$ cat src/rtl/bhs_pkg.sv
// Shared types and codes for the Brent hash set engine.
package bhs_pkg;

	typedef enum logic [1:0] {
		OP_LOOKUP = 2'd0,
		OP_INSERT = 2'd1,
		OP_DELETE = 2'd2,
		OP_CLEAR  = 2'd3
	} opcode_t;

	typedef enum logic [2:0] {
		STS_DONE      = 3'd0,
		STS_PRESENT   = 3'd1,
		STS_NOT_FOUND = 3'd2,
		STS_FULL      = 3'd3,
		STS_READ_ONLY = 3'd4
	} status_t;

	localparam logic [2:0] REG_READ_ONLY = 3'd0;

	typedef enum logic [2:0] {
		RD_CUR,
		RD_MP,
		RD_FPM1,
		RD_OTHER,
		RD_WHERE,
		RD_LN
	} rd_sel_t;

	typedef enum logic [3:0] {
		WR_NONE,
		WR_CLR,
		WR_PUT_MP,
		WR_MOVE_FR,
		WR_MOVE_FIN,
		WR_FIX_OTHER,
		WR_CHAIN_FR,
		WR_CHAIN_MP,
		WR_UNLINK_PREV,
		WR_FREE_WHERE,
		WR_PULL,
		WR_FREE_SUCC
	} wr_op_t;

	typedef enum logic [4:0] {
		S_INIT,
		S_IDLE,
		S_CLR,
		S_HK_GO,
		S_HK_WAIT,
		S_LOC_RD,
		S_LOC_CHK,
		S_DECIDE,
		S_INS_RD,
		S_INS_CHK,
		S_SCAN,
		S_SCAN_CHK,
		S_HO_GO,
		S_HO_WAIT,
		S_WALK_RD,
		S_WALK_CHK,
		S_MOVE_FR,
		S_MOVE_MP,
		S_CHAIN_FR,
		S_CHAIN_MP,
		S_DEL_RD,
		S_DEL_CHK,
		S_DEL_FREE,
		S_DEL_SCHK,
		S_DEL_SUCC,
		S_RESULT
	} state_t;

	typedef struct packed {
		logic    ld_req;
		rd_sel_t rd_sel;
		wr_op_t  wr_op;
		logic    hash_start;
		logic    hash_src_mp;
		logic    ld_mp;
		logic    loc_init;
		logic    loc_adv;
		logic    loc_hit;
		logic    mp_save;
		logic    scan_restart;
		logic    scan_dec;
		logic    ld_fr;
		logic    ld_other_hash;
		logic    ld_other_link;
		logic    steps_clr;
		logic    steps_inc;
		logic    ln_save;
		logic    fin_clear;
		logic    cnt_inc;
		logic    cnt_dec;
		logic    set_status;
		status_t status_val;
		logic    out_load;
	} bhs_cmd_t;

	typedef struct packed {
		opcode_t op;
		logic    hash_done;
		logic    hres_eq_mp;
		logic    cur_end;
		logic    hit;
		logic    rd_used;
		logic    ln_is_mp;
		logic    ln_nil;
		logic    steps_max;
		logic    fp_zero;
		logic    restarted;
		logic    prev_nil;
		logic    clr_last;
		logic    found;
		logic    out_free;
	} bhs_sts_t;

endpackage

$ cat src/rtl/bhs_ctrl.sv
// Controller state machine sequencing lookup, insert, delete and clear.
module bhs_ctrl import bhs_pkg::*; (
	input  logic     clk,
	input  logic     arst_n,
	input  logic     s_tvalid,
	input  opcode_t  in_op,
	input  logic     read_only,
	input  bhs_sts_t sts,
	output logic     s_tready,
	output bhs_cmd_t cmd
);
	state_t state_q, state_nxt;

	always_ff @(posedge clk or negedge arst_n) begin
		if (!arst_n) begin
			state_q <= S_INIT;
		end else begin
			state_q <= state_nxt;
		end
	end

	always_comb begin
		state_nxt = state_q;
		case (state_q)
			S_INIT: if (sts.clr_last) state_nxt = S_IDLE;
			S_IDLE: begin
				if (s_tvalid) begin
					if (in_op == OP_CLEAR) state_nxt = read_only ? S_RESULT : S_CLR;
					else state_nxt = S_HK_GO;
				end
			end
			S_CLR: if (sts.clr_last) state_nxt = S_RESULT;
			S_HK_GO: state_nxt = S_HK_WAIT;
			S_HK_WAIT: if (sts.hash_done) state_nxt = S_LOC_RD;
			S_LOC_RD: state_nxt = sts.cur_end ? S_DECIDE : S_LOC_CHK;
			S_LOC_CHK: state_nxt = sts.hit ? S_DECIDE : S_LOC_RD;
			S_DECIDE: begin
				case (sts.op)
					OP_INSERT: state_nxt = (read_only || sts.found) ? S_RESULT : S_INS_RD;
					OP_DELETE: state_nxt = (!read_only && sts.found) ? S_DEL_RD : S_RESULT;
					default:   state_nxt = S_RESULT;
				endcase
			end
			S_INS_RD: state_nxt = S_INS_CHK;
			S_INS_CHK: state_nxt = sts.rd_used ? S_SCAN : S_RESULT;
			S_SCAN: begin
				if (!sts.fp_zero) state_nxt = S_SCAN_CHK;
				else if (sts.restarted) state_nxt = S_RESULT;
			end
			S_SCAN_CHK: state_nxt = sts.rd_used ? S_SCAN : S_HO_GO;
			S_HO_GO: state_nxt = S_HO_WAIT;
			S_HO_WAIT: begin
				if (sts.hash_done) state_nxt = sts.hres_eq_mp ? S_CHAIN_FR : S_WALK_RD;
			end
			S_WALK_RD: state_nxt = S_WALK_CHK;
			S_WALK_CHK: begin
				if (sts.ln_is_mp || sts.ln_nil || sts.steps_max) state_nxt = S_MOVE_FR;
				else state_nxt = S_WALK_RD;
			end
			S_MOVE_FR:  state_nxt = S_MOVE_MP;
			S_MOVE_MP:  state_nxt = S_RESULT;
			S_CHAIN_FR: state_nxt = S_CHAIN_MP;
			S_CHAIN_MP: state_nxt = S_RESULT;
			S_DEL_RD:   state_nxt = S_DEL_CHK;
			S_DEL_CHK: begin
				if (!sts.prev_nil) state_nxt = S_DEL_FREE;
				else if (sts.ln_nil) state_nxt = S_RESULT;
				else state_nxt = S_DEL_SCHK;
			end
			S_DEL_FREE: state_nxt = S_RESULT;
			S_DEL_SCHK: state_nxt = S_DEL_SUCC;
			S_DEL_SUCC: state_nxt = S_RESULT;
			S_RESULT: if (sts.out_free) state_nxt = S_IDLE;
			default: state_nxt = S_INIT;
		endcase
	end

	always_comb begin
		cmd = '0;
		cmd.rd_sel = RD_CUR;
		cmd.wr_op = WR_NONE;
		cmd.status_val = STS_DONE;
		s_tready = 1'b0;
		case (state_q)
			S_INIT: begin
				cmd.wr_op = WR_CLR;
				cmd.steps_inc = 1'b1;
			end
			S_IDLE: begin
				s_tready = 1'b1;
				if (s_tvalid) begin
					cmd.ld_req = 1'b1;
					if (in_op == OP_CLEAR && read_only) begin
						cmd.set_status = 1'b1;
						cmd.status_val = STS_READ_ONLY;
					end
				end
			end
			S_CLR: begin
				cmd.wr_op = WR_CLR;
				cmd.steps_inc = 1'b1;
				if (sts.clr_last) begin
					cmd.fin_clear = 1'b1;
					cmd.set_status = 1'b1;
					cmd.status_val = STS_DONE;
				end
			end
			S_HK_GO: cmd.hash_start = 1'b1;
			S_HK_WAIT: begin
				if (sts.hash_done) begin
					cmd.ld_mp = 1'b1;
					cmd.loc_init = 1'b1;
				end
			end
			S_LOC_RD: cmd.rd_sel = RD_CUR;
			S_LOC_CHK: begin
				if (sts.hit) cmd.loc_hit = 1'b1;
				else cmd.loc_adv = 1'b1;
			end
			S_DECIDE: begin
				cmd.set_status = 1'b1;
				if (sts.op == OP_LOOKUP) begin
					cmd.status_val = sts.found ? STS_DONE : STS_NOT_FOUND;
				end else if (read_only) begin
					cmd.status_val = STS_READ_ONLY;
				end else if (sts.op == OP_INSERT) begin
					cmd.status_val = sts.found ? STS_PRESENT : STS_DONE;
				end else begin
					cmd.status_val = sts.found ? STS_DONE : STS_NOT_FOUND;
				end
			end
			S_INS_RD: cmd.rd_sel = RD_MP;
			S_INS_CHK: begin
				if (sts.rd_used) begin
					cmd.mp_save = 1'b1;
				end else begin
					cmd.wr_op = WR_PUT_MP;
					cmd.cnt_inc = 1'b1;
				end
			end
			S_SCAN: begin
				if (!sts.fp_zero) begin
					cmd.scan_dec = 1'b1;
					cmd.rd_sel = RD_FPM1;
				end else if (sts.restarted) begin
					cmd.set_status = 1'b1;
					cmd.status_val = STS_FULL;
				end else begin
					cmd.scan_restart = 1'b1;
				end
			end
			S_SCAN_CHK: if (!sts.rd_used) cmd.ld_fr = 1'b1;
			S_HO_GO: begin
				cmd.hash_start = 1'b1;
				cmd.hash_src_mp = 1'b1;
			end
			S_HO_WAIT: begin
				if (sts.hash_done) begin
					cmd.ld_other_hash = 1'b1;
					cmd.steps_clr = 1'b1;
				end
			end
			S_WALK_RD: cmd.rd_sel = RD_OTHER;
			S_WALK_CHK: begin
				if (sts.ln_is_mp) begin
					cmd.wr_op = WR_FIX_OTHER;
				end else if (!sts.ln_nil && !sts.steps_max) begin
					cmd.ld_other_link = 1'b1;
					cmd.steps_inc = 1'b1;
				end
			end
			S_MOVE_FR: cmd.wr_op = WR_MOVE_FR;
			S_MOVE_MP: begin
				cmd.wr_op = WR_MOVE_FIN;
				cmd.cnt_inc = 1'b1;
			end
			S_CHAIN_FR: cmd.wr_op = WR_CHAIN_FR;
			S_CHAIN_MP: begin
				cmd.wr_op = WR_CHAIN_MP;
				cmd.cnt_inc = 1'b1;
			end
			S_DEL_RD: cmd.rd_sel = RD_WHERE;
			S_DEL_CHK: begin
				cmd.ln_save = 1'b1;
				if (!sts.prev_nil) begin
					cmd.wr_op = WR_UNLINK_PREV;
				end else if (sts.ln_nil) begin
					cmd.wr_op = WR_FREE_WHERE;
					cmd.cnt_dec = 1'b1;
				end else begin
					cmd.rd_sel = RD_LN;
				end
			end
			S_DEL_FREE: begin
				cmd.wr_op = WR_FREE_WHERE;
				cmd.cnt_dec = 1'b1;
			end
			S_DEL_SCHK: cmd.wr_op = WR_PULL;
			S_DEL_SUCC: begin
				cmd.wr_op = WR_FREE_SUCC;
				cmd.cnt_dec = 1'b1;
			end
			S_RESULT: cmd.out_load = sts.out_free;
			default: cmd.rd_sel = RD_CUR;
		endcase
	end
endmodule

$ cat config.mk
export PLATFORM = sky130hd
export DESIGN_NAME = bhs_ctrl
export DESIGN_NICKNAME = d
export VERILOG_FILES = /design/src/rtl/bhs_pkg.sv /design/src/rtl/bhs_ctrl.sv
export SDC_FILE = /design/constraint.sdc
export NUM_CORES = 1
export LEC_CHECK = 0
export ABC_AREA = 1
export BUFFER_PORTS_ARGS = -buffer_cell sky130_fd_sc_hd__buf_2
export CAP_MARGIN = 20
export CORE_MARGIN = 2
export CORE_UTILIZATION = 43
export CTS_CLUSTER_SIZE = 8
export DETAILED_ROUTE_END_ITERATION = 16
export PLACE_DENSITY = 0.8
export REMOVE_ABC_BUFFERS = 1
export SLEW_MARGIN = 20
export SYNTH_ARGS = -nofsm -noshare
export SYNTH_HDL_FRONTEND = slang
export SYNTH_SLANG_ARGS = --single-unit
$ cat constraint.sdc
create_clock -name clk -period 1.4 [get_ports clk]
set_input_delay 0.07 -clock clk [delete_from_list [all_inputs] [get_ports clk]]
set_output_delay 0.07 -clock clk [all_outputs]
set_load 0.02 [all_outputs]
==> results of run 1 <==
==> kinds of logic after synthesis <==
group,count (synthesis),synth area share [%]
AOI/OAI and AO/OA,19,9.35
and+or+nand+nor,156,59.1
adders and majority gates,3,3.08
buffers and inverters,52,18.2
DFF,5,10.3
==> timing repair <==
action / 4_1_cts
endpoints found under the setup margin: 37
hold buffers: 1
endpoints found under the hold margin: 5
pin swaps: 33
cloned: 0
resized for setup: 147
buffers inserted: 23
==> per-stage QoR <==
stage / utilization, % / area [µm²] / instances / setup WS (ps) / setup TNS (ps)
2_1_floorplan: - / 1170 / 229 / -490 / -3160
3_3_place_gp: 66.8 / 1830 / 360 / -211 / -1640
3_5_place_dp: 66.8 / 1830 / 360 / -228 / -2030
4_1_cts: 90.9 / 2490 / 387 / -292 / -7700
==> key figures, run 1 <==
Run status
  – Outcome: did not finish
  – Fail Step: global routing
  – Tool error: [ERROR DPL-0038] Utilization greater than 100%, impossible to legalize

Yosys
  – Async SR Flop Fraction: 100%
  – Synth area leader: nand2_1
  – Syn_area_per_cell: around 5.2 µm²
  – Post-Syn Area: 1220 µm²
  – Synth warn: 0
  – FF+latch count, synth: 5
  – Sequential fraction of the synthesis area: 10.3%
  – Main synth FF type: dfrtp_1
  – Most frequent cell after synthesis: nand2_1
  – Synth top area share: approximately 22%
  – Synth cell types: 25
  – Post-Syn Instances: 235
  – Area contributors post-synth: nand2_1 (22%), inv_1 (13%), nor2_1 (11%), dfrtp_1 (10%), nand3_1 (10%)
  – Commonest cells post-synth: nand2_1 (70), inv_1 (42), nor2_1 (36)
  – EDFF count, synth: 0

Placement
  – GPL Wtd Cong: 0.964
  – DP HPWL: around 3.8 mm
  – Port buffer count: 53

Die
  – Die H: 57.2 µm
  – Die Width: 57.2 µm
  – Initial core utilization: 44.5%
  – Rows: 19
  – Ports: 54

GRT
  – Largest net degree at the start of global routing: 9

CTS
  – Cts bufs inserted: 3
  – CTS sink count: 5
  – H-tree lvl count: 1
  – Root Driver: clkbuf_4
  – CTS Buffer Depth: 2

STA
  – Worst endpoint left by the global-route repair_timing run: cmd[23]
  – Worst_ep kind: output port
==> run 2, diff against run 1 <==
--- a/config.mk
+++ b/config.mk
@@ -9,10 +9,9 @@
 export BUFFER_PORTS_ARGS = -buffer_cell sky130_fd_sc_hd__buf_2
 export CAP_MARGIN = 20
 export CORE_MARGIN = 2
-export CORE_UTILIZATION = 43
-export CTS_CLUSTER_SIZE = 8
+export CORE_UTILIZATION = 30
 export DETAILED_ROUTE_END_ITERATION = 16
-export PLACE_DENSITY = 0.8
+export PLACE_DENSITY_LB_ADDON = 0.15
 export REMOVE_ABC_BUFFERS = 1
 export SLEW_MARGIN = 20
 export SYNTH_ARGS = -nofsm -noshare
==> constraint.sdc (replaced) <==
create_clock -name clk -period 1.82 [get_ports clk]
set_input_delay 0.091 -clock clk [delete_from_list [all_inputs] [get_ports clk]]
set_output_delay 0.091 -clock clk [all_outputs]
set_load 0.02 [all_outputs]
==> run 2 against run 1 <==
The flow now finishes without violations; synthesized area unchanged; synthesized cell count unchanged.
==> key figures, run 2 <==
Yosys
  – Syn_area_per_cell: about 5.2 µm²
  – Post-Syn Area: 1220 µm²
  – Synth top area share: 21.6%
  – Main synth FF type: dfrtp_1
  – Most frequent cell after synthesis: nand2_1
  – EDFF count, synth: 0
  – Sequential fraction of the synthesis area: 10.3%
  – Async SR Flop Fraction: 100%
  – Area contributors post-synth: nand2_1 (22%), inv_1 (13%), nor2_1 (11%), dfrtp_1 (10%), nand3_1 (10%)
  – Synth warn: 0
  – Synth cell types: 25
  – Post-Syn Instances: 235
  – Commonest cells post-synth: nand2_1 (70), inv_1 (42), nor2_1 (36)
  – FF+latch count, synth: 5
  – Synth area leader: nand2_1

Placement
  – GPL Wtd Cong: 0.969
  – Pre-CTS WS: 124 ps
  – DP HPWL: 3.58 mm
  – Port buffer count: 53

CTS
  – H-tree lvl count: 1
  – Root Driver: clkbuf_8
  – Worst-Skew Late Latency: 220 ps
  – TritonCTS clock tree: built
  – Reg clk slew, reported paths: 30 ps
  – CTS sink count: 5
  – Cts bufs inserted: 3
  – CTS Buffer Depth: 2

Die
  – Die H: a little under 70 µm
  – Rows: 23
  – Die Width: 67.7 µm
  – Initial core utilization: 30.9%
  – Core area: 3940 µm²
  – Ports: between 50 and 60
  – Die area: 4580 µm²

Setup path
  – CP Data Arrival Time: 1640 ps
  – Maximum fanout along the worst path: 4
  – R2r worst-path depth: 11
  – CP Class: flop to output port
  – Internal reg-to-reg setup slack: 140 ps
  – RR Endpoint: state_q[0]$_DFFE_PN0P_
  – Type of origin of the critical path: flop
  – Crit Reg-Reg Startpoint: state_q[2]$_DFFE_PN0P_
  – Worst Setup End Kind: output port
  – Critical Path RT: approximately 1700 ps

Run status
  – Outcome: finished, final reports clean

Power and ir drop
  – Overall power: 2.03 mW
  – Pwr/cell area: around 1200 nW/µm²
  – Pleak: 1.13 nW
  – VDD IR max: 0.387 mV

GRT
  – Antenna violations before repair: 0
  – Largest net degree at the start of global routing: 10
  – Vias in the first global route: 1,542
  – Gr usage total: 19.4%
  – Global route overflow: 0
  – First-pass GRT wire length: 6.80 mm

Job
  – Max-Cap Viols: 0

STA
  – Clock skew after layout: 1.10 ps
  – Max-slew headroom: 81.6%
  – F_max: 578 MHz
  – Period Utilization, post-route: around 95%
  – PnR worst setup slack: 88.5 ps
  – Setup_tns: 0 ps
  – Slew @ Worst Pin: 274 ps
  – Final Critical Period: 1730 ps
  – Final setup viols: 0
  – Slew Limit Fails: 0
  – Fin. Hold Viols: 0

Routing
  – Met3 wire length: 252 µm
  – Total wire length: 4.24 mm
  – DRT Pass-1 Iters: 4
  – Vias post-DR: 1,612
  – DRT met1 WL: between 1.5 and 2 mm
  – Max Used Layer: met4
  – DRC viols: 0
  – Post-route ant nets: 0
  – Routed wire per std cell: 12.3 µm
  – Wire length on met2: 1.93 mm
  – Vias per cell: ~4.7
  – DR iter-0 viols: between 80 and 90

Finish
  – FF/Latch Area: 129 µm²
  – Share of post-route cells with drive strength above 1: 34.5%
  – Commonest non-fill, non-tap cell in the layout: nand2_1
  – Max reg flops: 5
  – Commonest non-fill, non-tap cells in the layout: nand2_1 (69), buf_2 (51), inv_1 (40)
  – Largest Register: state_q
  – Area growth, synth to finish: 37.8%
  – # diodes: 0
  – Largest registers: state_q x5
  – FILL cells: 445
  – Area of the multi-input gates: around 920 µm²
  – Net count, final: 322

Min path
  – Hold EP: state_q[4]$_DFFE_PN0P_
  – Hold Crit Start: sts[0]
  – Hold crit path type: input pin to flop
  – Hold path cells: 4
==> run 2: cell type report <==
class / instances / area share [%]
clock buffers: 4 / 2.68
well taps: 50 / 3.73
multi-input cells: 178 / 54.9
inverters: 46 / 10.3
repair buffers: 63 / 20.7
flip-flops and latches: 5 / 7.68
==> run 2: worst max path at each step <==
| stage | from | endpoint | slack, ps | cells after the start |
|---|---|---|---|---|
| after global routing | state_q[0]$_DFFE_PN0P_ | cmd[3] | -2 | 7 |
| after global placement | state_q[0]$_DFFE_PN0P_ | cmd[1] | 90 | 7 |
| after detailed placement | state_q[1]$_DFFE_PN0P_ | state_q[0]$_DFFE_PN0P_ | 120 | 11 |
| final | state_q[2]$_DFFE_PN0P_ | cmd[23] | 90 | 8 |
| after floorplan | state_q[4]$_DFFE_PN0P_ | cmd[1] | -90 | 5 |
| after CTS | state_q[3]$_DFFE_PN0P_ | cmd[1] | 20 | 6 |
==> run 2: cells by family (layout without fill, tap and decap cells) <==
group,after synthesis,count (layout),synth area share [%]
and+or+nand+nor,156,156,59.1
DFF,5,5,10.3
adders and majority gates,3,3,3.08
AOI/OAI and AO/OA,19,19,9.35
buffers and inverters,52,113,18.2
==> run 2: stage by stage <==
| stage | util [%] | cell area, µm² | hold slack [ps] | std cells |
|---|---|---|---|---|
| after CTS | 40.9 | 1610 | 188 | 345 |
| after global routing | 42.6 | 1680 | 218 | 346 |
| after floorplan | - | 1170 | -205 | 229 |
| final | 42.6 | 1680 | 190 | 346 |
| after detailed placement | 39.3 | 1550 | -88.4 | 339 |
| after global placement | 39.3 | 1550 | -88.4 | 339 |
==> run 2: what timing repair did <==
| action | CTS | global route |
|---|---|---|
| setup buffers | 1 | 1 |
| pin swaps | 0 | 2 |
| endpoints found under the setup margin | 4 | 10 |
| hold buffers | 1 | 0 |
| resized for setup | 2 | 17 |
| endpoints found under the hold margin | 5 | 0 |
==> run 2: report_power, final <==
group          internal, mW  leakage (nW)  total, mW  switching (mW)
Clock                 0.150        0.0228      0.203          0.0529
Combinational         0.534          1.05       1.57            1.04
Sequential            0.171        0.0598      0.259          0.0880
Total                 0.855          1.13       2.03            1.18
==> run 2: worst max-delay path, cell delays in order, from the launching register on <==
cell and delay, ps:
dfrtp_1 420, buf_4 180, nand2_2 130, nor2_2 120
nand3_1 140, inv_2 90, nand2_2 80, o2111ai_1 100
buf_4 170
==> run 2: per-layer routing <==
layer | vias to the layer above | track usage, %
li1 | 850 | -
met1 | 697 | 25.0
met2 | 59 | 34.1
met3 | 6 | 2.67
met4 | 0 | 4.34
met5 | - | 0
(Power assumes the default switching activity.)
